## src/design/lems_pkg.sv

```systemverilog
// Package for the latency statistics block: word types, constants and the
// controller command and state types. No dependencies.
`default_nettype none

package lems_pkg;

  // Number of modules tracked and the width of a table index.
  localparam int unsigned MODULE_COUNT = 8;
  localparam int unsigned IDX_W = (MODULE_COUNT > 1) ? $clog2(MODULE_COUNT) : 1;
  localparam logic [8:0]  MODULE_LIMIT = 9'(MODULE_COUNT);

  // A latency in microseconds is a 32-bit product divided by 1000, so 23 bits hold it.
  localparam int unsigned LAT_W = 23;

  // Tick to microsecond conversion: multiply by 838, then divide by 1000.
  // The divide is a multiply by ceil(2^38 / 1000) and a shift by 38, exact
  // for every 32-bit dividend.
  localparam logic [31:0] TICK_MUL    = 32'd838;
  localparam int unsigned RECIP_W     = 29;
  localparam logic [RECIP_W-1:0] RECIP = 29'd274877907;
  localparam int unsigned RECIP_SHIFT = 38;
  localparam int unsigned PROD_W      = 32 + RECIP_W;

  // Running average format and weight.
  localparam int unsigned FRAC_BITS  = 16;
  localparam int unsigned EWMA_SHIFT = 12;

  // Item modes.
  localparam logic MODE_RECORD = 1'b0;
  localparam logic MODE_READ   = 1'b1;

  // Input word.
  typedef struct packed {
    logic        mode;
    logic [7:0]  module_num;
    logic [31:0] submit_time;
    logic [31:0] now_time;
  } in_word_t;

  // Result word.
  typedef struct packed {
    logic             accepted;
    logic [LAT_W-1:0] sample_latency_us;
    logic [15:0]      average_latency_us;
    logic [LAT_W-1:0] minimum_latency_us;
    logic [LAT_W-1:0] maximum_latency_us;
  } out_word_t;

  // Controller states.
  typedef enum logic [1:0] {
    ST_IDLE,
    ST_SCALE,
    ST_DIVIDE,
    ST_UPDATE
  } state_e;

  // Commands from the controller to the datapath.
  typedef struct packed {
    logic load_item;
    logic scale;
    logic divide;
    logic update;
  } ctrl_cmd_t;

endpackage

`default_nettype wire

```

## src/design/lems_ctrl.sv

```systemverilog
// Controller for the latency statistics block: sequences one word through
// scale, divide and update. Depends on lems_pkg.
`default_nettype none

module lems_ctrl
  import lems_pkg::*;
(
  input  wire logic      clk_i,
  input  wire logic      rst_ni,
  input  wire logic      start_i,
  output ctrl_cmd_t      cmd_o,
  output logic           busy_o
);

  state_e state_q, state_d;

  // State register.
  always_ff @(posedge clk_i or negedge rst_ni) begin
    if (!rst_ni) begin
      state_q <= ST_IDLE;
    end else begin
      state_q <= state_d;
    end
  end

  // Next state and commands.
  always_comb begin
    state_d = state_q;
    cmd_o   = '0;
    busy_o  = 1'b1;
    case (state_q)
      ST_IDLE: begin
        busy_o = 1'b0;
        if (start_i) begin
          cmd_o.load_item = 1'b1;
          state_d         = ST_SCALE;
        end
      end
      ST_SCALE: begin
        cmd_o.scale = 1'b1;
        state_d     = ST_DIVIDE;
      end
      ST_DIVIDE: begin
        cmd_o.divide = 1'b1;
        state_d      = ST_UPDATE;
      end
      ST_UPDATE: begin
        cmd_o.update = 1'b1;
        state_d      = ST_IDLE;
      end
      default: begin
        state_d = ST_IDLE;
      end
    endcase
  end

endmodule

`default_nettype wire

```

## src/design/lems_datapath.sv

```systemverilog
// Datapath for the latency statistics block: conversion multipliers, the
// per-module tables and the result register. Depends on lems_pkg.
`default_nettype none

module lems_datapath
  import lems_pkg::*;
(
  input  wire logic      clk_i,
  input  wire logic      rst_ni,
  input  wire ctrl_cmd_t cmd_i,
  input  wire in_word_t  item_i,
  input  wire logic      cfg_we_i,
  input  wire logic      cfg_wdata_i,
  output logic           result_valid_o,
  output out_word_t      result_o
);

  // Configuration and tables.
  logic                  enabled_q;
  logic [31:0]           avg_tbl_q [MODULE_COUNT];
  logic [LAT_W-1:0]      min_tbl_q [MODULE_COUNT];
  logic [LAT_W-1:0]      max_tbl_q [MODULE_COUNT];
  logic                  result_valid_q;

  // Per-word working registers.
  logic                  mode_q;
  logic                  accepted_q;
  logic [IDX_W-1:0]      idx_q;
  logic [31:0]           ticks_q;
  logic [31:0]           scaled_q;
  logic [LAT_W-1:0]      sample_q;
  logic [31:0]           avg_q;
  logic [LAT_W-1:0]      min_q;
  logic [LAT_W-1:0]      max_q;
  out_word_t             result_q;

  logic                  accepted_d;
  logic [31:0]           scale_prod;
  logic [PROD_W-1:0]     recip_prod;
  logic [31:0]           sample_ext;
  logic [31:0]           avg_diff;
  logic [31:0]           avg_new;
  logic [LAT_W-1:0]      min_new;
  logic [LAT_W-1:0]      max_new;
  logic                  do_write;
  out_word_t             result_d;

  // A word counts only while collection is on and the module exists.
  assign accepted_d = enabled_q && ({1'b0, item_i.module_num} < MODULE_LIMIT);

  // Ticks times 838, kept modulo 2^32.
  assign scale_prod = ticks_q * TICK_MUL;

  // Divide by 1000 through the reciprocal multiply.
  assign recip_prod = PROD_W'(scaled_q) * PROD_W'(RECIP);

  // Running average: a zero average takes the sample directly.
  assign sample_ext = 32'(sample_q);
  assign avg_diff   = sample_ext - {16'b0, avg_q[31:FRAC_BITS]};
  assign avg_new    = (avg_q == '0) ? {sample_q[FRAC_BITS-1:0], {FRAC_BITS{1'b0}}}
                                    : avg_q + (avg_diff << EWMA_SHIFT);

  // Minimum treats zero as empty; maximum takes any larger sample.
  assign min_new = ((min_q == '0) || (sample_q < min_q)) ? sample_q : min_q;
  assign max_new = (sample_q > max_q) ? sample_q : max_q;

  assign do_write = accepted_q && (mode_q == MODE_RECORD);

  // Result word: all zero on reject, stored values on a read, updated values on a record.
  always_comb begin
    result_d = '0;
    if (accepted_q) begin
      result_d.accepted = 1'b1;
      if (do_write) begin
        result_d.sample_latency_us  = sample_q;
        result_d.average_latency_us = avg_new[31:FRAC_BITS];
        result_d.minimum_latency_us = min_new;
        result_d.maximum_latency_us = max_new;
      end else begin
        result_d.average_latency_us = avg_q[31:FRAC_BITS];
        result_d.minimum_latency_us = min_q;
        result_d.maximum_latency_us = max_q;
      end
    end
  end

  // Control state: enable register, tables and the result strobe.
  always_ff @(posedge clk_i or negedge rst_ni) begin
    if (!rst_ni) begin
      enabled_q      <= 1'b0;
      result_valid_q <= 1'b0;
      for (int i = 0; i < MODULE_COUNT; i++) begin
        avg_tbl_q[i] <= '0;
        min_tbl_q[i] <= '0;
        max_tbl_q[i] <= '0;
      end
    end else begin
      if (cfg_we_i) begin
        enabled_q <= cfg_wdata_i;
      end
      result_valid_q <= cmd_i.update;
      if (cmd_i.update && do_write) begin
        avg_tbl_q[idx_q] <= avg_new;
        min_tbl_q[idx_q] <= min_new;
        max_tbl_q[idx_q] <= max_new;
      end
    end
  end

  // Payload registers.
  always_ff @(posedge clk_i) begin
    if (cmd_i.load_item) begin
      mode_q     <= item_i.mode;
      accepted_q <= accepted_d;
      idx_q      <= accepted_d ? item_i.module_num[IDX_W-1:0] : '0;
      ticks_q    <= item_i.now_time - item_i.submit_time;
    end
    if (cmd_i.scale) begin
      scaled_q <= scale_prod;
    end
    if (cmd_i.divide) begin
      sample_q <= recip_prod[RECIP_SHIFT +: LAT_W];
      avg_q    <= avg_tbl_q[idx_q];
      min_q    <= min_tbl_q[idx_q];
      max_q    <= max_tbl_q[idx_q];
    end
    if (cmd_i.update) begin
      result_q <= result_d;
    end
  end

  assign result_valid_o = result_valid_q;
  assign result_o       = result_q;

endmodule

`default_nettype wire

```

## src/design/latency_ewma_min_max_stats.sv

```systemverilog
// Per-module transmit latency statistics.
//
// Input: a word is taken at a rising edge with start high and busy low. A
// record word converts now_time - submit_time from ticks to microseconds and
// folds the sample into the module's running average (weight 1/16), minimum
// and maximum; a read word returns the stored figures only.
// Output: one result word per input word, shown on result_o for exactly one
// cycle with result_valid_o high. The receiver cannot stall the block, so the
// word must be taken in that cycle.
// Sequence: the controller steps each word through scale, divide and update;
// result_valid_o is registered from the update step. One word is in flight at
// a time and busy stays high until its result shows, so no new word is taken
// before that; the tick multiplies and table read-modify-write need the steps.
// Configuration: cfg_we_i writes the enable bit; write it only while idle.
// Reset clears the enable bit and all module tables at once.
// Depends on lems_pkg, lems_ctrl and lems_datapath.
`default_nettype none

module latency_ewma_min_max_stats
  import lems_pkg::*;
(
  input  wire logic     clk_i,
  input  wire logic     rst_ni,
  input  wire logic     start,
  output logic          busy,
  input  wire in_word_t item_i,
  input  wire logic     cfg_we_i,
  input  wire logic     cfg_wdata_i,
  output logic          result_valid_o,
  output out_word_t     result_o
);

  ctrl_cmd_t cmd;

  // Sequencer.
  lems_ctrl u_ctrl (
    .clk_i   (clk_i),
    .rst_ni  (rst_ni),
    .start_i (start),
    .cmd_o   (cmd),
    .busy_o  (busy)
  );

  // Arithmetic and tables.
  lems_datapath u_datapath (
    .clk_i          (clk_i),
    .rst_ni         (rst_ni),
    .cmd_i          (cmd),
    .item_i         (item_i),
    .cfg_we_i       (cfg_we_i),
    .cfg_wdata_i    (cfg_wdata_i),
    .result_valid_o (result_valid_o),
    .result_o       (result_o)
  );

endmodule

`default_nettype wire

```

## config.mk

```make
export PLATFORM = sky130hd
export DESIGN_NAME = latency_ewma_min_max_stats
export DESIGN_NICKNAME = d
export VERILOG_FILES = /design/src/design/lems_pkg.sv /design/src/design/lems_ctrl.sv /design/src/design/lems_datapath.sv /design/src/design/latency_ewma_min_max_stats.sv
export SDC_FILE = /design/constraint.sdc
export NUM_CORES = 2
export LEC_CHECK = 0
export ABC_AREA = 0
export BUFFER_PORTS_ARGS = -buffer_cell sky130_fd_sc_hd__buf_2
export CAP_MARGIN = 10
export CORE_UTILIZATION = 30
export CTS_BUF_LIST = sky130_fd_sc_hd__clkbuf_4
export CTS_CLUSTER_DIAMETER = 150
export DETAILED_ROUTE_END_ITERATION = 8
export PLACE_DENSITY_LB_ADDON = 0.3
export SYNTH_ARGS = -nofsm -noshare
export SYNTH_HDL_FRONTEND = slang
export SYNTH_SLANG_ARGS = --single-unit
export TNS_END_PERCENT = 10
```

## constraint.sdc

```tcl
create_clock -name clk_i -period 7.85 [get_ports clk_i]
set_input_delay 1.1775 -clock clk_i [delete_from_list [all_inputs] [get_ports clk_i]]
set_output_delay 1.1775 -clock clk_i [all_outputs]
set_load 0.02 [all_outputs]
```

==> metrics.csv <==
metric,value,unit
status,finished clean,
Fmax,133,MHz
Critical Path RT,8.88,ns
top_reg_cell synth,dfrtp_1,
CP Launch Type,flop,
final instance area,0.0676,sq mm
r2r setup slk,0.31,ns
Post-Synthesis Cells,6234,
first-pass GRT wire length,318,mm
async set or reset register ratio after synthesis,71.2,%
setup violators final,0,
mapped cell area,0.0609,sq mm
min-delay worst type,primary input to flop,
Max stage delay on crit path,0.57,ns
Post-synth top cells,"inv_1, nand2_1, dfrtp_1, ha_1, nor2_1",
Mapped Nets,7256,
Die W,453,microns
Starting Density,30.3,%
top-count cell post-synth,inv_1,
cell count after placement,8744,
# clock sinks,882,
largest net degree at the start of global routing,162,
RSZ-0062 raised after global routing,false,
vias per cell,5.44,
slowest library cell on the worst path,edfxtp_1,
worst path cell trace,"buf_4, ha_1, fa_1, fa_1, inv_1, fa_1, inv_1, fa_1, fa_1, fa_1, inv_1, fa_1, inv_1, ha_1, nand3_1, nor4_1, a221oi_1, o41ai_2, a41oi_2, o31ai_2, nor4b_1, nor4b_1, a211oi_1",
root buffer cell,clkbuf_4,
fin crit share,96.1,%
gp weighted congestion,0.884,
worst-skew pair later-pin latency,1.28,ns
number of flops mapped to enable cells by yosys,254,
post-synth top area cell,dfrtp_1,
Worst Tran Pin Value,1.40,ns
CP top delay family,adder cells,
Final Hold Fails,0,
max-capacitance violation count,0,
H-tree Lvls,4,
final WL,212,mm
CP endpoint kind,flop,
final net count,7342,
Port Buf Inserts,163,
critical path type,flop to flop,
Synth area leaders,"dfrtp_1, edfxtp_1, ha_1",
TritonCTS clock tree,built,
number of cell rows,164,
Critical Path AT,8.57,ns
total track usage,20.5,%
initial antenna violation count,6,
Yosys warnings,0,
Area Growth Syn to Fin,11.1,%
via count,50000,
dpl hpwl,130,mm
"Buf+Inv Stages, Crit Path",5,
setup repair bufs after CTS,0,
TritonCTS buffer count,229,
FILL cells,20600,
core area,0.201,sq mm
DR pass1 iterations,6,
Residual DRC,0,
Die Span Y,453,microns
skew final,0.110,ns
WL/cell,23.1,microns
Synth cell types,79,
clk buf depth,3,
most used cell along the critical path,fa_1,
"Seq/Total Area, Yosys",38.3,%
Sum Neg Setup Slack,0,ns
grt ovf,0,
Max Slew Vio Count,0,
share of layout cells above drive strength 1,11.7,%
Yosys reg bits,882,
post-synth top area share,25.8,%
"CTS clk-pin slew, worst paths",0.07,ns
Final ANT Viol Nets,0,
Final Instance Count excl. Fillers,9184,
die area,0.205,sq mm
syn_area_per_cell,9.77,sq um
vias in the first global route,50700,
Iter 0 DRT Violations,5296,
Tmin final,7.54,ns
Crit Path Max Fanout,7,
final hold slack,0.160,ns
relative slew slack,6.15,%
Placed Area,0.0645,sq mm
# IOs,166,
logic make-up (layout without fill, tap and decap cells):
| group | after synthesis | in the layout | share of synthesized area, % |
|---|---|---|---|
| XOR/XNOR | 107 | 107 | 1.54 |
| buffers and inverters | 1207 | 1494 | 7.65 |
| AO/OA/AOI/OAI | 1628 | 1628 | 17.9 |
| other | 0 | 7 | 0 |
| flip-flops | 882 | 882 | 38.3 |
| adder cells (fa/ha/maj) | 944 | 944 | 23.8 |
| multiplexers | 40 | 40 | 0.711 |
| AND/OR/NAND/NOR | 1426 | 1426 | 10.0 |
final timing paths:
check                                           from                        end  cells past startpoint
min reg2reg                u_datapath.avg_tbl_q[165]  u_datapath.avg_tbl_q[165]                      2
max in group asynchronous                     rst_ni   u_datapath.avg_tbl_q[16]                      4
max                          u_datapath.scaled_q[11]    u_datapath.sample_q[18]                     23
min in group asynchronous                     rst_ni  u_datapath.result_valid_o                      2
max reg2reg                  u_datapath.scaled_q[11]    u_datapath.sample_q[18]                     23
min                                       item_i[72]          u_datapath.mode_q                      1
cell type report:
class                   instances  area (sq um)  area share [%]
well taps                    2656          3320            4.91
inverters                     773          2900            4.29
repair buffers                289          1810            2.68
flip-flops and latches        882         23300            34.5
clock buffers                 363          2730            4.03
clock inverters                69           389           0.575
multi-input cells            4145         33100            49.0
diodes                          7          17.5          0.0259
per-layer routing:
layer | global-route usage (%) | vias to the layer above | routed length, microns
li1 | - | 22200 | -
met1 | 26.3 | 24600 | 86300
met2 | 32.4 | 2619 | 96600
met3 | 4.97 | 582 | 20100
met4 | 9.30 | 0 | 9380
met5 | 0.117 | - | 0
timing repair:
action	in CTS	in global routing
endpoints found under the hold margin	56	0
setup endpoints to repair	0	4
hold buffers	1	0
resized for setup	0	1
layout by cell type (no fill, tap or decap), drive strengths merged, types with 74 or more instances in the layout:
cell type | netlist | routed
fa | 358 | 358
edfxtp | 254 | 254
a21oi | 328 | 328
a22oi | 314 | 314
inv | 772 | 779
buf | 114 | 288
o21ai | 243 | 243
xnor2 | 74 | 74
ha | 586 | 586
o32ai | 176 | 176
a211oi | 211 | 211
nand2 | 646 | 646
dfrtp | 628 | 628
nor2 | 467 | 467
o22ai | 177 | 177
nand4 | 101 | 101
clkbuf | 320 | 363
per-stage QoR:
step,utilization (%),setup WS (ns)
after floorplan,-,1.33
after global placement,32.1,0.147
after detailed placement,32.1,0.183
after CTS,33.7,0.120
after global routing,33.7,0.0742
final,33.7,0.308
state kept, by name, indices dropped and copies added, names as in the netlist, 23 cells and up:
register	count
u_datapath.avg_q	32
u_datapath.min_q	23
u_datapath.max_tbl_q	184
u_datapath.ticks_q	31
u_datapath.max_q	23
u_datapath.result_o	86
u_datapath.min_tbl_q	184
u_datapath.scaled_q	31
u_datapath.avg_tbl_q	256
u_datapath.sample_q	23
worst register-to-register path, delay by kind of cell (launching register included):
family	cells	cell delay, ns
adders and majority gates	9	4.00
AOI/OAI and AO/OA	5	1.32
DFF	1	0.57
and+or+nand+nor	4	1.00
buffers and inverters	5	0.47
Power is left out: the tool's default activity adds up to more than one toggle a clock period on the data nets, which glitch-free logic cannot reach.
